### config.mk
export PLATFORM = sky130hd
export DESIGN_NAME = modular_inverse_ext_euclid
export DESIGN_NICKNAME = d
export VERILOG_FILES = /design/src/hdl/miee_pkg.sv /design/src/hdl/modular_inverse_ext_euclid.sv
export VERILOG_INCLUDE_DIRS = /design/src /design/src/hdl
export SDC_FILE = /design/constraint.sdc
export NUM_CORES = 2
export LEC_CHECK = 0
export ABC_CLOCK_PERIOD_IN_PS = 14530
export BUFFER_PORTS_ARGS = -buffer_cell sky130_fd_sc_hd__buf_2
export CORE_MARGIN = 2
export CORE_UTILIZATION = 45
export CTS_BUF_LIST = sky130_fd_sc_hd__clkbuf_8
export CTS_CLUSTER_SIZE = 16
export DETAILED_ROUTE_END_ITERATION = 12
export PLACE_DENSITY = 0.66
export SETUP_SLACK_MARGIN = 0.1
export SLEW_MARGIN = 5
export SYNTH_ARGS = -nofsm -noshare
export SYNTH_HDL_FRONTEND = slang
export SYNTH_SLANG_ARGS = --single-unit
### constraint.sdc
create_clock -name clk -period 14.53 [get_ports clk]
set_input_delay 4.359 -clock clk [delete_from_list [all_inputs] [get_ports clk]]
set_output_delay 4.359 -clock clk [all_outputs]
set_load 0.03 [all_outputs]
### src/hdl/modular_inverse_ext_euclid_macros.svh
// ---------------------------------------------------------------------------
// Modular inverse assertion macros
// Concurrent assertion shorthands clocked on clk and disabled during rst.
// ---------------------------------------------------------------------------
`ifndef MODULAR_INVERSE_EXT_EUCLID_MACROS_SVH
`define MODULAR_INVERSE_EXT_EUCLID_MACROS_SVH

// Check cons in the same cycle as ante.
`define MIEE_ASSERT_SAME(label, ante, cons, msg) \
  label: assert property (@(posedge clk) disable iff (rst) (ante) |-> (cons)) \
    else $error(msg);

// Check cons in the cycle after ante.
`define MIEE_ASSERT_NEXT(label, ante, cons, msg) \
  label: assert property (@(posedge clk) disable iff (rst) (ante) |=> (cons)) \
    else $error(msg);

`endif

### src/hdl/miee_pkg.sv
// ---------------------------------------------------------------------------
// Modular inverse package
// Word types and sequencer states shared by the modular inverse block.
// ---------------------------------------------------------------------------
package miee_pkg;

  localparam int DATA_BITS = 64;

  typedef struct packed {
    logic [DATA_BITS-1:0] value;
    logic [DATA_BITS-1:0] modulus;
  } operand_word_t;

  typedef struct packed {
    logic [DATA_BITS-1:0] inverse;
    logic                 no_inverse;
  } result_word_t;

  typedef enum logic [2:0] {
    S_IDLE,
    S_CHECK,
    S_DIV,
    S_UPDATE,
    S_FINISH
  } state_t;

endpackage

### src/hdl/modular_inverse_ext_euclid.sv
// ---------------------------------------------------------------------------
// Modular inverse, extended Euclidean algorithm
// Takes a value and a modulus and returns the value's inverse modulo the
// modulus, or 0 with no_inverse set when the gcd is not 1. The block works on
// one word at a time: operand_ready is high only while the sequencer is idle.
// Each Euclid round runs one shared restoring divider over WORD_BITS quotient
// bits, which it yields one bit per cycle and, in the same pass, folds the
// quotient times the current coefficient into an accumulator by shift and
// subtract. A check state opens each round and an update state closes it; a
// zero value goes straight from the check to the finish state. Coefficients
// wrap at WORD_BITS bits and a negative final coefficient gets the modulus
// added. Only the low WORD_BITS bits of each operand field are used; results
// are zero-extended. The result sits in an output register, so the next
// operand word is taken as soon as the sequencer goes idle, while a finished
// result may still wait.
// ---------------------------------------------------------------------------
`include "modular_inverse_ext_euclid_macros.svh"

module modular_inverse_ext_euclid
  import miee_pkg::*;
#(
  parameter int WORD_BITS = 64
) (
  input  logic          clk,
  input  logic          rst,
  input  logic          operand_valid,
  output logic          operand_ready,
  input  operand_word_t operand,
  output logic          result_valid,
  input  logic          result_ready,
  output result_word_t  result
);

  localparam int CNT_BITS = (WORD_BITS > 1) ? $clog2(WORD_BITS) : 1;

  state_t state, state_next;

  // Euclid state: remainders and wrapped two's complement coefficients.
  logic [WORD_BITS-1:0] prev_r, cur_r;
  logic [WORD_BITS-1:0] prev_t, cur_t;
  logic [WORD_BITS-1:0] modulus;

  // Shared divider: partial remainder, dividend shifter, running -q*cur_t.
  logic [WORD_BITS-1:0] rem;
  logic [WORD_BITS-1:0] dvd;
  logic [WORD_BITS-1:0] acc;
  logic [CNT_BITS-1:0]  cnt;

  logic                 operand_fire;
  logic                 result_load;
  logic [WORD_BITS:0]   trial;
  logic                 trial_ge;
  logic [WORD_BITS-1:0] fixed_t;

  assign operand_ready = (state == S_IDLE);
  assign operand_fire  = operand_valid && operand_ready;
  // Load a result only once the output register is free or being emptied.
  assign result_load   = (state == S_FINISH) && (!result_valid || result_ready);

  // Divider step: shift in the next dividend bit, subtract when it fits.
  assign trial    = {rem, dvd[WORD_BITS-1]};
  assign trial_ge = (trial >= {1'b0, cur_r});

  // Bring a negative coefficient into range.
  assign fixed_t  = prev_t[WORD_BITS-1] ? (prev_t + modulus) : prev_t;

  always_ff @(posedge clk) begin
    if (rst) begin
      state <= S_IDLE;
    end else begin
      state <= state_next;
    end
  end

  always_comb begin
    state_next = state;
    case (state)
      S_IDLE: begin
        if (operand_fire) begin
          state_next = S_CHECK;
        end
      end
      S_CHECK: begin
        // Stop once the remainder reaches zero; prev_r then holds the gcd.
        state_next = (cur_r == '0) ? S_FINISH : S_DIV;
      end
      S_DIV: begin
        if (cnt == '0) begin
          state_next = S_UPDATE;
        end
      end
      S_UPDATE: begin
        state_next = S_CHECK;
      end
      S_FINISH: begin
        if (result_load) begin
          state_next = S_IDLE;
        end
      end
      default: begin
        state_next = S_IDLE;
      end
    endcase
  end

  // Datapath registers; they carry no reset.
  always_ff @(posedge clk) begin
    case (state)
      S_IDLE: begin
        if (operand_fire) begin
          modulus <= WORD_BITS'(operand.modulus);
          prev_r  <= WORD_BITS'(operand.modulus);
          cur_r   <= WORD_BITS'(operand.value);
          prev_t  <= '0;
          cur_t   <= WORD_BITS'(1);
        end
      end
      S_CHECK: begin
        rem <= '0;
        dvd <= prev_r;
        acc <= '0;
        cnt <= CNT_BITS'(WORD_BITS - 1);
      end
      S_DIV: begin
        rem <= trial_ge ? WORD_BITS'(trial - {1'b0, cur_r}) : trial[WORD_BITS-1:0];
        dvd <= {dvd[WORD_BITS-2:0], 1'b0};
        // Horner form of -q*cur_t, quotient bits arriving MSB first.
        acc <= {acc[WORD_BITS-2:0], 1'b0} - (trial_ge ? cur_t : '0);
        cnt <= cnt - CNT_BITS'(1);
      end
      S_UPDATE: begin
        prev_r <= cur_r;
        cur_r  <= rem;
        prev_t <= cur_t;
        cur_t  <= prev_t + acc;
      end
      default: begin
      end
    endcase
  end

  // Output register: hold the word until taken, drop valid after the take.
  always_ff @(posedge clk) begin
    if (rst) begin
      result_valid <= 1'b0;
    end else if (result_load) begin
      result_valid <= 1'b1;
    end else if (result_ready) begin
      result_valid <= 1'b0;
    end
  end

  always_ff @(posedge clk) begin
    if (result_load) begin
      if (prev_r != WORD_BITS'(1)) begin
        result.inverse    <= '0;
        result.no_inverse <= 1'b1;
      end else begin
        result.inverse    <= DATA_BITS'(fixed_t);
        result.no_inverse <= 1'b0;
      end
    end
  end

  // Checks on the sequencer and the divider.
  `MIEE_ASSERT_NEXT(a_accept_starts, operand_fire, state == S_CHECK,
                    "accepted word did not start a round check")
  `MIEE_ASSERT_NEXT(a_div_ends, (state == S_DIV) && (cnt == '0), state == S_UPDATE,
                    "divider pass did not end in the update step")
  `MIEE_ASSERT_SAME(a_rem_bound, state == S_DIV, rem < cur_r,
                    "partial remainder not below divisor")
  `MIEE_ASSERT_SAME(a_no_inv_zero, result_valid && result.no_inverse,
                    result.inverse == '0, "no-inverse result carries nonzero inverse")

endmodule
==> run metrics <==
Max FO, Critical Path 44; setup TNS 0 ns; # Max-Cap Violations 0; measured slew at the worst slew-check pin roughly 1.1 ns; clk_lat worst skew around 0.73 ns; Setup CP Type register to register; outcome complete, no violations; area post-placement between 30000 and 40000 um^2; vias in the first global route 28688; class of the worst hold path register to register; starting density of the core 0.453; Post-Synthesis Net Count ~4300; pre-CTS setup slack ~7.3 ns; Sink Count just under 600; switch share 0.339; Placeable Area roughly 83000 um^2; Period Utilization, post-route 0.471; row count 106; Synth Flop Type edfxtp_1; min Tclk post-route 6.84 ns; Total GRT Usage 0.253; Worst VDD drop around 0.000065 V; Worst Setup SP rem[28]; largest net degree at the start of global routing around 190; initial antenna violation count 1; # resized after CTS 0; layout cells sized above 1 0.103; number of routed nets with antenna violations 0; Sequential Power Share 0.409; Post-Syn Area per Cell ~9.6 um^2; Mapped Cells 3949; Synth Register Bits between 500 and 600; Starting DRT DRC Count between 3000 and 4000; hold_buf cts 0; DP Wirelength 83700 um; Seq/Total Area, Yosys 0.465; clk buf depth 3; DRC violations left 0; DIE AREA 86400 um^2; CTS tree yes; fmax 0.146 GHz; Comb power frac 0.289; Final Max Tran Viols 0; hold path cells 2; Final Hold Viols 0; final worst slack between 7 and 8 ns; worst hold slack 0.505 ns; most frequent cells in the layout nand2_1, edfxtp_1, nor2_1; root buffer cell clkbuf_8; drt pass-1 iters 6; Post-synth EDFFs about 600; Synth cell types a little under 100; total CTS buffers 100; number of vias in the routed layout between 30000 and 40000; area grow syn2layout 10.4%; worst reg2reg path depth 23; DR WL/cell 21.2 um; GP Congestion roughly 0.95; Post CTS Setup Buffer Count 0; Die Wd around 300 um; vias per cell about 5.8; final WL roughly 110000 um; NetSw 1.78 mW; asr flop ratio synth 0; Setup-failing EPs final 0; Power Internal approximately 3.5 mW; Critical Path AT 7.29 ns; final net count 4492; PortBufs ~200; Pwr Density about 130 nW/um^2; num ports 199; number of H-tree levels 3; Netlist Area Pre-Place approximately 38000 um^2; Critical Path Source Type register; clk slew on worst S/H paths 0.07 ns; post-route cell area 41800 um^2; utilization after layout 0.501; Layout Skew 0.0318 ns; Remaining Overflow, GRT 0; Synth warnings 0; Clk pwr share 0.302; Leak 17.7 nW; critical path capture point type register; first-pass GRT wire length 168000 um; Worst EP required approximately 15 ns; Slew headroom 0.243; die height 294 um; Hold Startpoint dvd[35]; RSZ-0062 raised after global routing no; start of the worst register-to-register path rem[28]; commonest non-fill, non-tap cell in the layout nand2_1
-- critical path, cell delays in order, from the launching register on --
cell	delay, ns
edfxtp_1	0.41
ha_1	0.48
nand3_1	0.21
or3_4	0.42
nand2b_4	0.16
a2111oi_2	0.52
o31ai_2	0.13
buf_4	0.19
nand2_4	0.26
buf_4	0.49
nand2_1	0.11
ha_1	0.39
a21oi_1	0.20
o211ai_1	0.15
a211oi_1	0.25
o21ai_0	0.17
a221o_1	0.33
nor2b_1	0.14
nor3_2	0.43
a21oi_1	0.20
o41ai_1	0.57
o21ai_1	0.16
xnor2_1	0.15
nor2_1	0.05
-- flip-flops by register name (all words and copies together), names as in the netlist --
| register | count |
|---|---|
| prev_t | 64 |
| cur_r | 64 |
| modulus | 64 |
| result_valid | 1 |
| prev_r | 64 |
| cur_t | 64 |
| cnt | 6 |
| dvd | 64 |
| state | 3 |
| rem | 64 |
| result | 65 |
| acc | 64 |
-- routing by layer --
layer | GRT usage | part of all wire | vias to the layer above
met5 | 0 | 0 | -
met4 | 0.109 | 0.042 | 0
met3 | 0.0329 | 0.072 | 199
met2 | 0.392 | 0.44 | 1121
met1 | 0.357 | 0.45 | 14428
li1 | - | - | 14620
-- synthesized netlist by cell type (all sizes together), types with 7 or more instances --
library cell  instances  share of area
nor2b                22         0.0036
nand3                77          0.010
o21a                 25         0.0050
inv                 130          0.013
nor3                 59         0.0081
a221oi               13         0.0035
o21bai               50          0.010
a31oi                38         0.0071
a21o                190          0.038
clkbuf              153          0.015
a21oi               317          0.042
xnor2               137          0.032
a31o                 10         0.0023
or2                  10         0.0017
nor4                 36         0.0060
buf                  22         0.0034
o211ai               13         0.0027
xor2                 88          0.020
o31a                  8         0.0021
mux2i                42          0.011
o31ai                11         0.0032
nor3b                 7         0.0014
or3                  14         0.0024
ha                  260          0.086
and2                 77          0.013
nand2               750          0.074
nand2b               27         0.0047
and3                 33         0.0055
a211oi               34         0.0073
edfxtp              583           0.46
a22o                  7         0.0016
nor2                323          0.032
and4                  8         0.0019
o21ai               209          0.028
a21boi                8         0.0016
nand4                72          0.012
-- final timing paths --
path / to / slack [ns]
setup / recovery: acc[62] / 7.69
hold / removal: dvd[36] / 0.51
setup reg to reg: acc[62] / 7.69
hold reg to reg: dvd[36] / 0.51
-- power groups by stage --
stage | registers (mW) | clock network, mW | logic [mW]
3_5_place_dp | 2.17 | 0 | 1.49
6_report | 2.14 | 1.58 | 1.52
2_1_floorplan | 2.15 | 0 | 1.14
4_1_cts | 2.14 | 1.61 | 1.50
3_3_place_gp | 2.17 | 0 | 1.48
5_1_grt | 2.15 | 1.67 | 1.67
-- per-stage QoR --
step | instances | power, mW
global route | 5256 | 5.50
detailed placement | 5074 | 3.66
global placement | 5074 | 3.65
floorplan | 3949 | 3.29
finish | 5256 | 5.24
CTS | 5255 | 5.25
-- cell type report --
cell class / count / area, um^2
well taps: 1080 / 1350
repair buffers: 220 / 1180
clock inverters: 79 / 646
diodes: 1 / 2.50
fillers: 7659 / 41700
flip-flops and latches: 587 / 17600
inverters: 131 / 492
multi-input cells: 3056 / 19100
clock buffers: 102 / 1400
-- cell families after synthesis --
| logic type | share of synthesized area |
|---|---|
| AND/OR/NAND/NOR | 0.181 |
| AO/OA/AOI/OAI | 0.171 |
| flip-flops | 0.465 |
| buffers and inverters | 0.0316 |
| adder cells (fa/ha/maj) | 0.0881 |
| XOR/XNOR | 0.0521 |
| multiplexers | 0.0118 |
Note: power is estimated with default switching activity, not from simulation.
